File: src/hw/rtl/lru_pkg.sv
// Shared types and constants for the LRU page replacement block.
// Used by every module under hw/rtl; depends on nothing else.
`timescale 1ns / 1ps

package lru_pkg;

    localparam int FRAMES    = 16;
    localparam int PAGE_BITS = 16;
    localparam int FIDX_W    = (FRAMES > 1) ? $clog2(FRAMES) : 1;
    localparam int CFG_W     = 5;
    localparam int FAULT_W   = 32;
    localparam int APB_DW    = 32;
    localparam int APB_AW    = 3;

    // Register index, taken from the word address bit of paddr.
    localparam logic REG_FRAMES_IN_USE = 1'b0;
    localparam logic [CFG_W-1:0] FRAMES_IN_USE_RST = CFG_W'(FRAMES);

    typedef enum logic
    {
        ST_IDLE,
        ST_LOOKUP
    } state_t;

    typedef struct packed
    {
        logic load_page;
        logic commit;
    } dp_cmd_t;

endpackage

File: src/hw/rtl/lru_regs.sv
// APB-style configuration register file holding frames_in_use.
// Depends on lru_pkg.
`timescale 1ns / 1ps

module lru_regs
    import lru_pkg::*;
(
    input  logic              clk,
    input  logic              rst_n,
    input  logic              psel,
    input  logic              penable,
    input  logic              pwrite,
    input  logic [APB_AW-1:0] paddr,
    input  logic [APB_DW-1:0] pwdata,
    output logic [APB_DW-1:0] prdata,
    output logic              pready,
    output logic [CFG_W-1:0]  frames_in_use
);

    logic [CFG_W-1:0] frames_in_use_reg;
    logic [CFG_W-1:0] frames_in_use_next;
    logic             wr_en;

    assign wr_en  = psel && penable && pwrite && (paddr[2] == REG_FRAMES_IN_USE);
    assign pready = 1'b1;

    always_comb
    begin
        frames_in_use_next = frames_in_use_reg;
        if (wr_en)
        begin
            frames_in_use_next = pwdata[CFG_W-1:0];
        end
    end

    always_ff @(posedge clk or negedge rst_n)
    begin
        if (!rst_n)
        begin
            frames_in_use_reg <= FRAMES_IN_USE_RST;
        end
        else
        begin
            frames_in_use_reg <= frames_in_use_next;
        end
    end

    always_comb
    begin
        prdata = '0;
        if (paddr[2] == REG_FRAMES_IN_USE)
        begin
            prdata = APB_DW'(frames_in_use_reg);
        end
    end

    assign frames_in_use = frames_in_use_reg;

endmodule

File: src/hw/rtl/lru_ctrl.sv
// Controller: sequences one reference through lookup and commit, and owns
// the output valid flag. Depends on lru_pkg.
`timescale 1ns / 1ps

module lru_ctrl
    import lru_pkg::*;
(
    input  logic    clk,
    input  logic    rst_n,
    input  logic    in_valid,
    output logic    in_ready,
    output logic    out_valid,
    input  logic    out_ready,
    output dp_cmd_t cmd
);

    state_t state_reg;
    state_t state_next;
    logic   out_valid_reg;
    logic   out_valid_next;
    logic   slot_free;

    // The result register can take a new result once the old one is gone.
    assign slot_free = !out_valid_reg || out_ready;

    always_comb
    begin
        state_next = state_reg;
        unique case (state_reg)
            ST_IDLE:
            begin
                if (in_valid)
                begin
                    state_next = ST_LOOKUP;
                end
            end
            ST_LOOKUP:
            begin
                if (slot_free)
                begin
                    state_next = ST_IDLE;
                end
            end
            default:
            begin
                state_next = ST_IDLE;
            end
        endcase
    end

    always_comb
    begin
        in_ready      = 1'b0;
        cmd.load_page = 1'b0;
        cmd.commit    = 1'b0;
        unique case (state_reg)
            ST_IDLE:
            begin
                in_ready      = 1'b1;
                cmd.load_page = in_valid;
            end
            ST_LOOKUP:
            begin
                cmd.commit = slot_free;
            end
            default:
            begin
                in_ready = 1'b0;
            end
        endcase
    end

    always_comb
    begin
        out_valid_next = out_valid_reg;
        if (cmd.commit)
        begin
            out_valid_next = 1'b1;
        end
        else if (out_ready)
        begin
            out_valid_next = 1'b0;
        end
    end

    always_ff @(posedge clk or negedge rst_n)
    begin
        if (!rst_n)
        begin
            state_reg     <= ST_IDLE;
            out_valid_reg <= 1'b0;
        end
        else
        begin
            state_reg     <= state_next;
            out_valid_reg <= out_valid_next;
        end
    end

    assign out_valid = out_valid_reg;

endmodule

File: src/hw/rtl/lru_dpath.sv
// Datapath: frame table, pairwise age matrix, lookup and victim selection,
// fault counter and result register. Depends on lru_pkg.
`timescale 1ns / 1ps

module lru_dpath
    import lru_pkg::*;
(
    input  logic                 clk,
    input  logic                 rst_n,
    input  dp_cmd_t              cmd,
    input  logic [CFG_W-1:0]     frames_in_use,
    input  logic [PAGE_BITS-1:0] page,
    output logic                 hit,
    output logic [3:0]           frame_index,
    output logic                 evicted_valid,
    output logic [15:0]          evicted_page,
    output logic [FAULT_W-1:0]   fault_count
);

    logic [PAGE_BITS-1:0] page_reg;
    logic [FRAMES-1:0]    valid_reg;
    logic [FRAMES-1:0]    valid_next;
    logic [PAGE_BITS-1:0] page_tab_reg [FRAMES];
    // older_reg[i][j] is set when frame i was last used before frame j.
    logic [FRAMES-1:0]    older_reg [FRAMES];
    logic [FAULT_W-1:0]   fault_reg;
    logic [FAULT_W-1:0]   fault_next;

    logic                 hit_out_reg;
    logic [FIDX_W-1:0]    idx_out_reg;
    logic                 ev_valid_out_reg;
    logic [PAGE_BITS-1:0] ev_page_out_reg;

    logic [CFG_W-1:0]     n_eff;
    logic [FRAMES-1:0]    active;
    logic [FRAMES-1:0]    match;
    logic [FRAMES-1:0]    empty;
    logic [FRAMES-1:0]    victim_ok;
    logic                 hit_any;
    logic                 empty_any;
    logic [FIDX_W-1:0]    hit_idx;
    logic [FIDX_W-1:0]    empty_idx;
    logic [FIDX_W-1:0]    vic_idx;
    logic [FIDX_W-1:0]    slot;
    logic                 evict;

    // A count of zero acts as one; anything above the frame count saturates.
    always_comb
    begin
        if (frames_in_use == '0)
        begin
            n_eff = CFG_W'(1);
        end
        else if (frames_in_use > CFG_W'(FRAMES))
        begin
            n_eff = CFG_W'(FRAMES);
        end
        else
        begin
            n_eff = frames_in_use;
        end
    end

    always_comb
    begin
        for (int i = 0; i < FRAMES; i++)
        begin
            active[i] = (CFG_W'(i) < n_eff);
            match[i]  = active[i] && valid_reg[i] && (page_tab_reg[i] == page_reg);
            empty[i]  = active[i] && !valid_reg[i];
        end
    end

    // With unique use stamps exactly one active frame is older than all others.
    always_comb
    begin
        for (int i = 0; i < FRAMES; i++)
        begin
            victim_ok[i] = active[i];
            for (int j = 0; j < FRAMES; j++)
            begin
                if ((j != i) && active[j] && !older_reg[i][j])
                begin
                    victim_ok[i] = 1'b0;
                end
            end
        end
    end

    always_comb
    begin
        hit_idx   = '0;
        empty_idx = '0;
        vic_idx   = '0;
        for (int i = FRAMES - 1; i >= 0; i--)
        begin
            if (match[i])
            begin
                hit_idx = FIDX_W'(i);
            end
            if (empty[i])
            begin
                empty_idx = FIDX_W'(i);
            end
            if (victim_ok[i])
            begin
                vic_idx = FIDX_W'(i);
            end
        end
    end

    assign hit_any   = |match;
    assign empty_any = |empty;
    assign evict     = !hit_any && !empty_any;

    always_comb
    begin
        if (hit_any)
        begin
            slot = hit_idx;
        end
        else if (empty_any)
        begin
            slot = empty_idx;
        end
        else
        begin
            slot = vic_idx;
        end
    end

    always_comb
    begin
        valid_next = valid_reg;
        fault_next = fault_reg;
        if (cmd.commit && !hit_any)
        begin
            valid_next[slot] = 1'b1;
            if (fault_reg != '1)
            begin
                fault_next = fault_reg + FAULT_W'(1);
            end
        end
    end

    always_ff @(posedge clk or negedge rst_n)
    begin
        if (!rst_n)
        begin
            valid_reg <= '0;
            fault_reg <= '0;
        end
        else
        begin
            valid_reg <= valid_next;
            fault_reg <= fault_next;
        end
    end

    always_ff @(posedge clk)
    begin
        if (cmd.load_page)
        begin
            page_reg <= page;
        end
        if (cmd.commit)
        begin
            if (!hit_any)
            begin
                page_tab_reg[slot] <= page_reg;
            end
            // Stamp the used frame as the newest one.
            for (int j = 0; j < FRAMES; j++)
            begin
                older_reg[slot][j] <= 1'b0;
                if (FIDX_W'(j) != slot)
                begin
                    older_reg[j][slot] <= 1'b1;
                end
            end
            hit_out_reg      <= hit_any;
            idx_out_reg      <= slot;
            ev_valid_out_reg <= evict;
            ev_page_out_reg  <= evict ? page_tab_reg[slot] : '0;
        end
    end

    assign hit           = hit_out_reg;
    assign frame_index   = 4'(idx_out_reg);
    assign evicted_valid = ev_valid_out_reg;
    assign evicted_page  = 16'(ev_page_out_reg);
    assign fault_count   = fault_reg;

`ifndef SYNTHESIS
    a_one_victim: assert property (@(posedge clk) disable iff (!rst_n)
        (cmd.commit && evict) |-> $onehot(victim_ok))
        else $error("eviction without a single oldest frame");

    a_fill_sticks: assert property (@(posedge clk) disable iff (!rst_n)
        (cmd.commit && !hit_any) |=>
            (valid_reg[$past(slot)] && (page_tab_reg[$past(slot)] == $past(page_reg))))
        else $error("missed page not installed in its frame");

    a_fault_step: assert property (@(posedge clk) disable iff (!rst_n)
        (cmd.commit && !hit_any && (fault_reg != '1)) |=>
            (fault_reg == FAULT_W'($past(fault_reg) + FAULT_W'(1))))
        else $error("fault counter did not advance on a miss");
`endif

endmodule

File: src/hw/rtl/lru_page_replacement.sv
// LRU page replacement, top level: one page reference per input transfer.
// Flow: the input transfer loads the page register and enters the lookup
// state, where the lookup and the commit into the frame table and result
// register happen together; a held result stalls commit. No new reference
// is accepted until the current one has committed.
// Reset (rst_n, async, active low) empties all frames, clears the fault
// count and sets frames_in_use to 16; no clearing pass is needed.
`timescale 1ns / 1ps

module lru_page_replacement
    import lru_pkg::*;
(
    input  logic                 clk,
    input  logic                 rst_n,
    input  logic                 psel,
    input  logic                 penable,
    input  logic                 pwrite,
    input  logic [APB_AW-1:0]    paddr,
    input  logic [APB_DW-1:0]    pwdata,
    output logic [APB_DW-1:0]    prdata,
    output logic                 pready,
    input  logic                 in_valid,
    output logic                 in_ready,
    input  logic [PAGE_BITS-1:0] page,
    output logic                 out_valid,
    input  logic                 out_ready,
    output logic                 hit,
    output logic [3:0]           frame_index,
    output logic                 evicted_valid,
    output logic [15:0]          evicted_page,
    output logic [FAULT_W-1:0]   fault_count
);

    logic [CFG_W-1:0] frames_in_use;
    dp_cmd_t          cmd;

    lru_regs u_regs
    (
        .clk           (clk),
        .rst_n         (rst_n),
        .psel          (psel),
        .penable       (penable),
        .pwrite        (pwrite),
        .paddr         (paddr),
        .pwdata        (pwdata),
        .prdata        (prdata),
        .pready        (pready),
        .frames_in_use (frames_in_use)
    );

    lru_ctrl u_ctrl
    (
        .clk       (clk),
        .rst_n     (rst_n),
        .in_valid  (in_valid),
        .in_ready  (in_ready),
        .out_valid (out_valid),
        .out_ready (out_ready),
        .cmd       (cmd)
    );

    lru_dpath u_dpath
    (
        .clk           (clk),
        .rst_n         (rst_n),
        .cmd           (cmd),
        .frames_in_use (frames_in_use),
        .page          (page),
        .hit           (hit),
        .frame_index   (frame_index),
        .evicted_valid (evicted_valid),
        .evicted_page  (evicted_page),
        .fault_count   (fault_count)
    );

endmodule
File: config.mk
export PLATFORM = sky130hd
export DESIGN_NAME = lru_page_replacement
export DESIGN_NICKNAME = d
export VERILOG_FILES = /design/src/hw/rtl/lru_pkg.sv /design/src/hw/rtl/lru_regs.sv /design/src/hw/rtl/lru_ctrl.sv /design/src/hw/rtl/lru_dpath.sv /design/src/hw/rtl/lru_page_replacement.sv
export SDC_FILE = /design/constraint.sdc
export NUM_CORES = 1
export LEC_CHECK = 0
export CORE_MARGIN = 3
export CORE_UTILIZATION = 25
export CTS_CLUSTER_DIAMETER = 120
export CTS_CLUSTER_SIZE = 12
export DETAILED_ROUTE_END_ITERATION = 10
export DONT_BUFFER_PORTS = 1
export GPL_TIMING_DRIVEN = 0
export PLACE_DENSITY = 0.49
export RECOVER_POWER = 50
export SLEW_MARGIN = 20
export SYNTH_ARGS = -nofsm -noshare
export SYNTH_HDL_FRONTEND = slang
export SYNTH_SLANG_ARGS = --single-unit
File: constraint.sdc
create_clock -name clk -period 14.1 [get_ports clk]
set_clock_uncertainty 0.15 [all_clocks]
set_input_delay 0.705 -clock clk [delete_from_list [all_inputs] [get_ports clk]]
set_output_delay 0.705 -clock clk [all_outputs]
set_load 0.03 [all_outputs]
==> results.py <==
metrics = {
    "outcome": {
        "status": "finished with violations",
        "violations": "max-capacitance violations, max-slew violations",
    },
    "timing": {
        "setup_tns_ps": 0,
        "setup_viol": 0,
        "relSlewSlack_pct": -137,
        "slew_viol_final": 119,
        "whs_ps": 48.1,
        "fmax_mhz": 100,
        "min_period_ps": 9970,
        "tightest_slew_ps": 3550,
        "finalCritPeriodShare_pct": 70.7,
        "hold_violations": 0,
        "rsz0062_at_grt": "no",
    },
    "critical_path": {
        "ff2ff_path_depth": 17,
        "startpoint_type": "register",
        "worstSetupPathType": "reg -> reg",
        "cp_slowest_stage_delay_ps": 1920,
        "slowest_stage": "nor3b_1",
        "worstPathArrival_ps": 10390,
        "worstPathRequired_ps": 14520,
        "crit_path_end_kind": "register",
        "cp_common_cell": "clkbuf_1",
        "critPathMaxFanout": 10,
        "crit_path_cell_trace": "clkbuf_1 > clkbuf_1 > clkbuf_1 > xor2_1 > nor4_1 > nand2_1 > nor4_1 > nor4_1 > a21boi_0 > o21ai_0 > clkbuf_1 > nand2_1 > clkbuf_1 > nor3b_1 > buf_2 > nor2_1 > nor2_1",
    },
    "grt": {
        "grt_pass1_wl_mm": 173,
        "grt_pass1_vias": 22216,
        "gr-total-overflow": 0,
        "met2_usage_pct": 31.9,
        "grt-busiest-layer": "met2",
        "grt_util_met1_pct": 28.0,
        "grt_max_degree": 56,
        "use_met3_pct": 4.48,
        "antenna_found_initial": 3,
        "track_usage_pct": 20.8,
    },
    "routing": {
        "viasPerCell": 5.43,
        "route.detailed.drc": 0,
        "antenna_left": 0,
        "detail_route.wl_per_cell_um": 28.8,
        "drt-pass1-iter-count": 6,
        "routed_wl_mm": 126,
        "vias": 23711,
        "drtIter0Drc": 3185,
    },
    "power_and_ir_drop": {
        "power.density_nw_per_um2": 238,
        "p_leak_uw": 0.0116,
        "finalPower_uw": 7630,
        "ir_drop_mv": 0.126,
    },
    "floorplanning": {
        "dieArea_um2": 116000,
        "num_rows": 122,
        "start_util_pct": 25.3,
        "pin_count": 147,
        "die_h_um": 341,
        "fp.coreArea_um2": 111000,
        "die_x_um": 341,
    },
    "place": {
        "place.detailed.hpwl_mm": 91.6,
        "gp_congestion": 1.00,
        "numPortBuffers": 0,
        "placed_area_um2": 30500,
    },
    "synthesis": {
        "synth_warnings": 0,
        "ys.flop_type": "edfxtp_1",
        "synth_cells": 2721,
        "synth-seq-area-share_pct": 53.5,
        "avgSynthCellArea_um2": 10.3,
        "netlist_area_um2": 28100,
        "synth_cell_types": 100,
        "ys_ff_latch": 589,
        "async_flop_share_pct": 9.34,
        "synth-edff-count": 294,
    },
    "clock_tree": {
        "clock_latency_ps": 670,
        "htreeDepth": 2,
        "cts_sinks": 589,
        "cts_made_buffers": 55,
        "post-cts-setup-buffer-count": 0,
        "clock_path_buffers": 3,
        "path_clk_slew_ps": 70,
        "tritoncts": "yes",
        "cts-root-buf": "clkbuf_16",
    },
    "layout": {
        "regArea_um2": 15000,
        "nFillCells": 11630,
        "largest_reg_flops": 256,
        "finalInstanceArea_um2": 32000,
        "layout.nets": 2904,
        "syn_to_final_growth_pct": 14.1,
        "drive_gt1_share_pct": 8.79,
        "multi_input_area_um2": 12000,
        "diodes": 0,
    },
    "worst_hold_path": {
        "hold_path_depth": 2,
        "hp-class": "in -> reg",
    },
    "run": {
        "cap_violations": 6,
    },
}
-- placed cells by master (no fill, tap or decap), types with 16 or more instances in the layout --
| cell | synthesis | final |
|---|---|---|
| buf_2 | 82 | 65 |
| nor2_1 | 263 | 247 |
| buf_4 | 40 | 39 |
| dfxtp_1 | 240 | 240 |
| dfrtp_1 | 54 | 54 |
| dlygate4sd3_1 | 0 | 17 |
| nand3_1 | 129 | 130 |
| nand2_1 | 158 | 159 |
| o22ai_1 | 19 | 19 |
| o21a_1 | 61 | 61 |
| a21oi_1 | 126 | 125 |
| xor2_1 | 139 | 139 |
| a21o_1 | 65 | 65 |
| nor2_2 | 2 | 16 |
| edfxtp_1 | 294 | 294 |
| o2111ai_1 | 25 | 25 |
| conb_1 | 2 | 28 |
| or3_1 | 17 | 17 |
| a22o_1 | 25 | 25 |
| o221ai_1 | 20 | 20 |
| and3_1 | 26 | 26 |
| inv_1 | 33 | 35 |
| clkbuf_16 | 0 | 57 |
| nor3_1 | 55 | 56 |
| or4_1 | 19 | 19 |
| nand2b_1 | 24 | 24 |
| nand4_1 | 88 | 88 |
| nor4_1 | 75 | 72 |
| xnor2_1 | 149 | 149 |
| o211ai_1 | 19 | 19 |
| o21ai_0 | 162 | 163 |
| clkbuf_1 | 72 | 132 |
-- path summary, 6_finish.rpt --
path | start | to | slack, ps
setup reg to reg | u_dpath.page_reg[3]$_DFFE_PP_ | u_dpath.older_reg[5][2]$_DFF_P_ | 4130
setup / recovery | u_dpath.page_reg[3]$_DFFE_PP_ | u_dpath.older_reg[5][2]$_DFF_P_ | 4130
min in group asynchronous | rst_n | u_dpath.valid_reg[1]$_DFFE_PN0P_ | 1720
max in group asynchronous | rst_n | u_regs.frames_in_use[3]$_DFFE_PN0P_ | 10080
hold / removal | in_valid | u_ctrl.state_reg$_DFF_PN0_ | 50
hold reg to reg | u_dpath.older_reg[10][14]$_DFF_P_ | u_dpath.older_reg[10][14]$_DFF_P_ | 290
-- synthesized netlist by cell type, types with 8 or more instances --
library cell    n  area (µm²)
a21o_1         65         488
a21oi_1       126         631
a221oi_1       15         131
a22o_1         25         219
and2_1          9        56.3
and3_1         26         163
and4_1         14         123
buf_2          82         410
buf_4          40         300
clkbuf_1       72         270
dfrtp_1        54        1350
dfxtp_1       240        4800
edfxtp_1      294        8830
inv_1          33         124
nand2_1       158         593
nand2b_1       24         150
nand3_1       129         646
nand4_1        88         551
nand4b_1       13         114
nor2_1        263         987
nor2b_1        12        75.1
nor3_1         55         275
nor4_1         75         469
nor4b_1         8        70.1
o2111ai_1      25         219
o211ai_1       19         143
o21a_1         61         458
o21ai_0       162         811
o21bai_1        8        60.1
o221ai_1       20         175
o22ai_1        19         119
or2_2          10        62.6
or3_1          17         106
or4_1          19         143
xnor2_1       149        1310
xor2_1        139        1220
-- repair_timing --
action                     4_1_cts  5_1_grt
setup endpoints to repair        0        0
hold buffers                    18        0
hold endpoints to repair        71        0
gates resized for setup          0        0
-- critical path: cells and delay by family, from the launching register on --
kind | cells | cell delay [ps]
compound gates | 2 | 370
simple gates | 8 | 3970
xor+xnor | 1 | 250
flops | 1 | 660
buf+inv | 6 | 4440
-- layout make-up --
cell class | instances | area share [%]
buffer | 205 | 3.16
timing repair buffer | 41 | 1.23
inverter | 37 | 0.434
clock inverter | 2 | 0.0508
multi-input combinational | 1916 | 37.6
sequential | 589 | 46.9
clock buffer | 88 | 4.82
tap | 1488 | 5.82
-- stage by stage --
| step | util [%] | cells | setup slack (ps) |
|---|---|---|---|
| 5_1_grt | 28.8 | 4366 | 4400 |
| 3_3_place_gp | 27.0 | 4235 | 5600 |
| 3_5_place_dp | 27.4 | 4258 | 6470 |
| 2_1_floorplan | - | 2747 | 9040 |
| 4_1_cts | 29.0 | 4366 | 6450 |
| 6_report | 28.8 | 4366 | 4130 |
-- metal layers --
layer / up-vias / wire length [µm]
met2: 1473 / 54300
met5: - / 15
met1: 11731 / 51800
li1: 10189 / -
met4: 2 / 6910
met3: 316 / 12600
-- report_power, final --
part / total, µW / switching, µW / internal (µW)
clock: 1420 / 679 / 741
sequential: 2810 / 464 / 2340
combinational: 3400 / 2400 / 998
-- logic make-up after synthesis --
logic type | synth area share (%)
AO/OA/AOI/OAI | 14.9
XOR/XNOR | 8.99
adder cells (fa/ha/maj) | 0.0803
buffers and inverters | 4.22
flip-flops | 53.5
multiplexers | 0.357
other | 0.0268
AND/OR/NAND/NOR | 17.9
No activity file was read; power rests on OpenSTA's default activity.
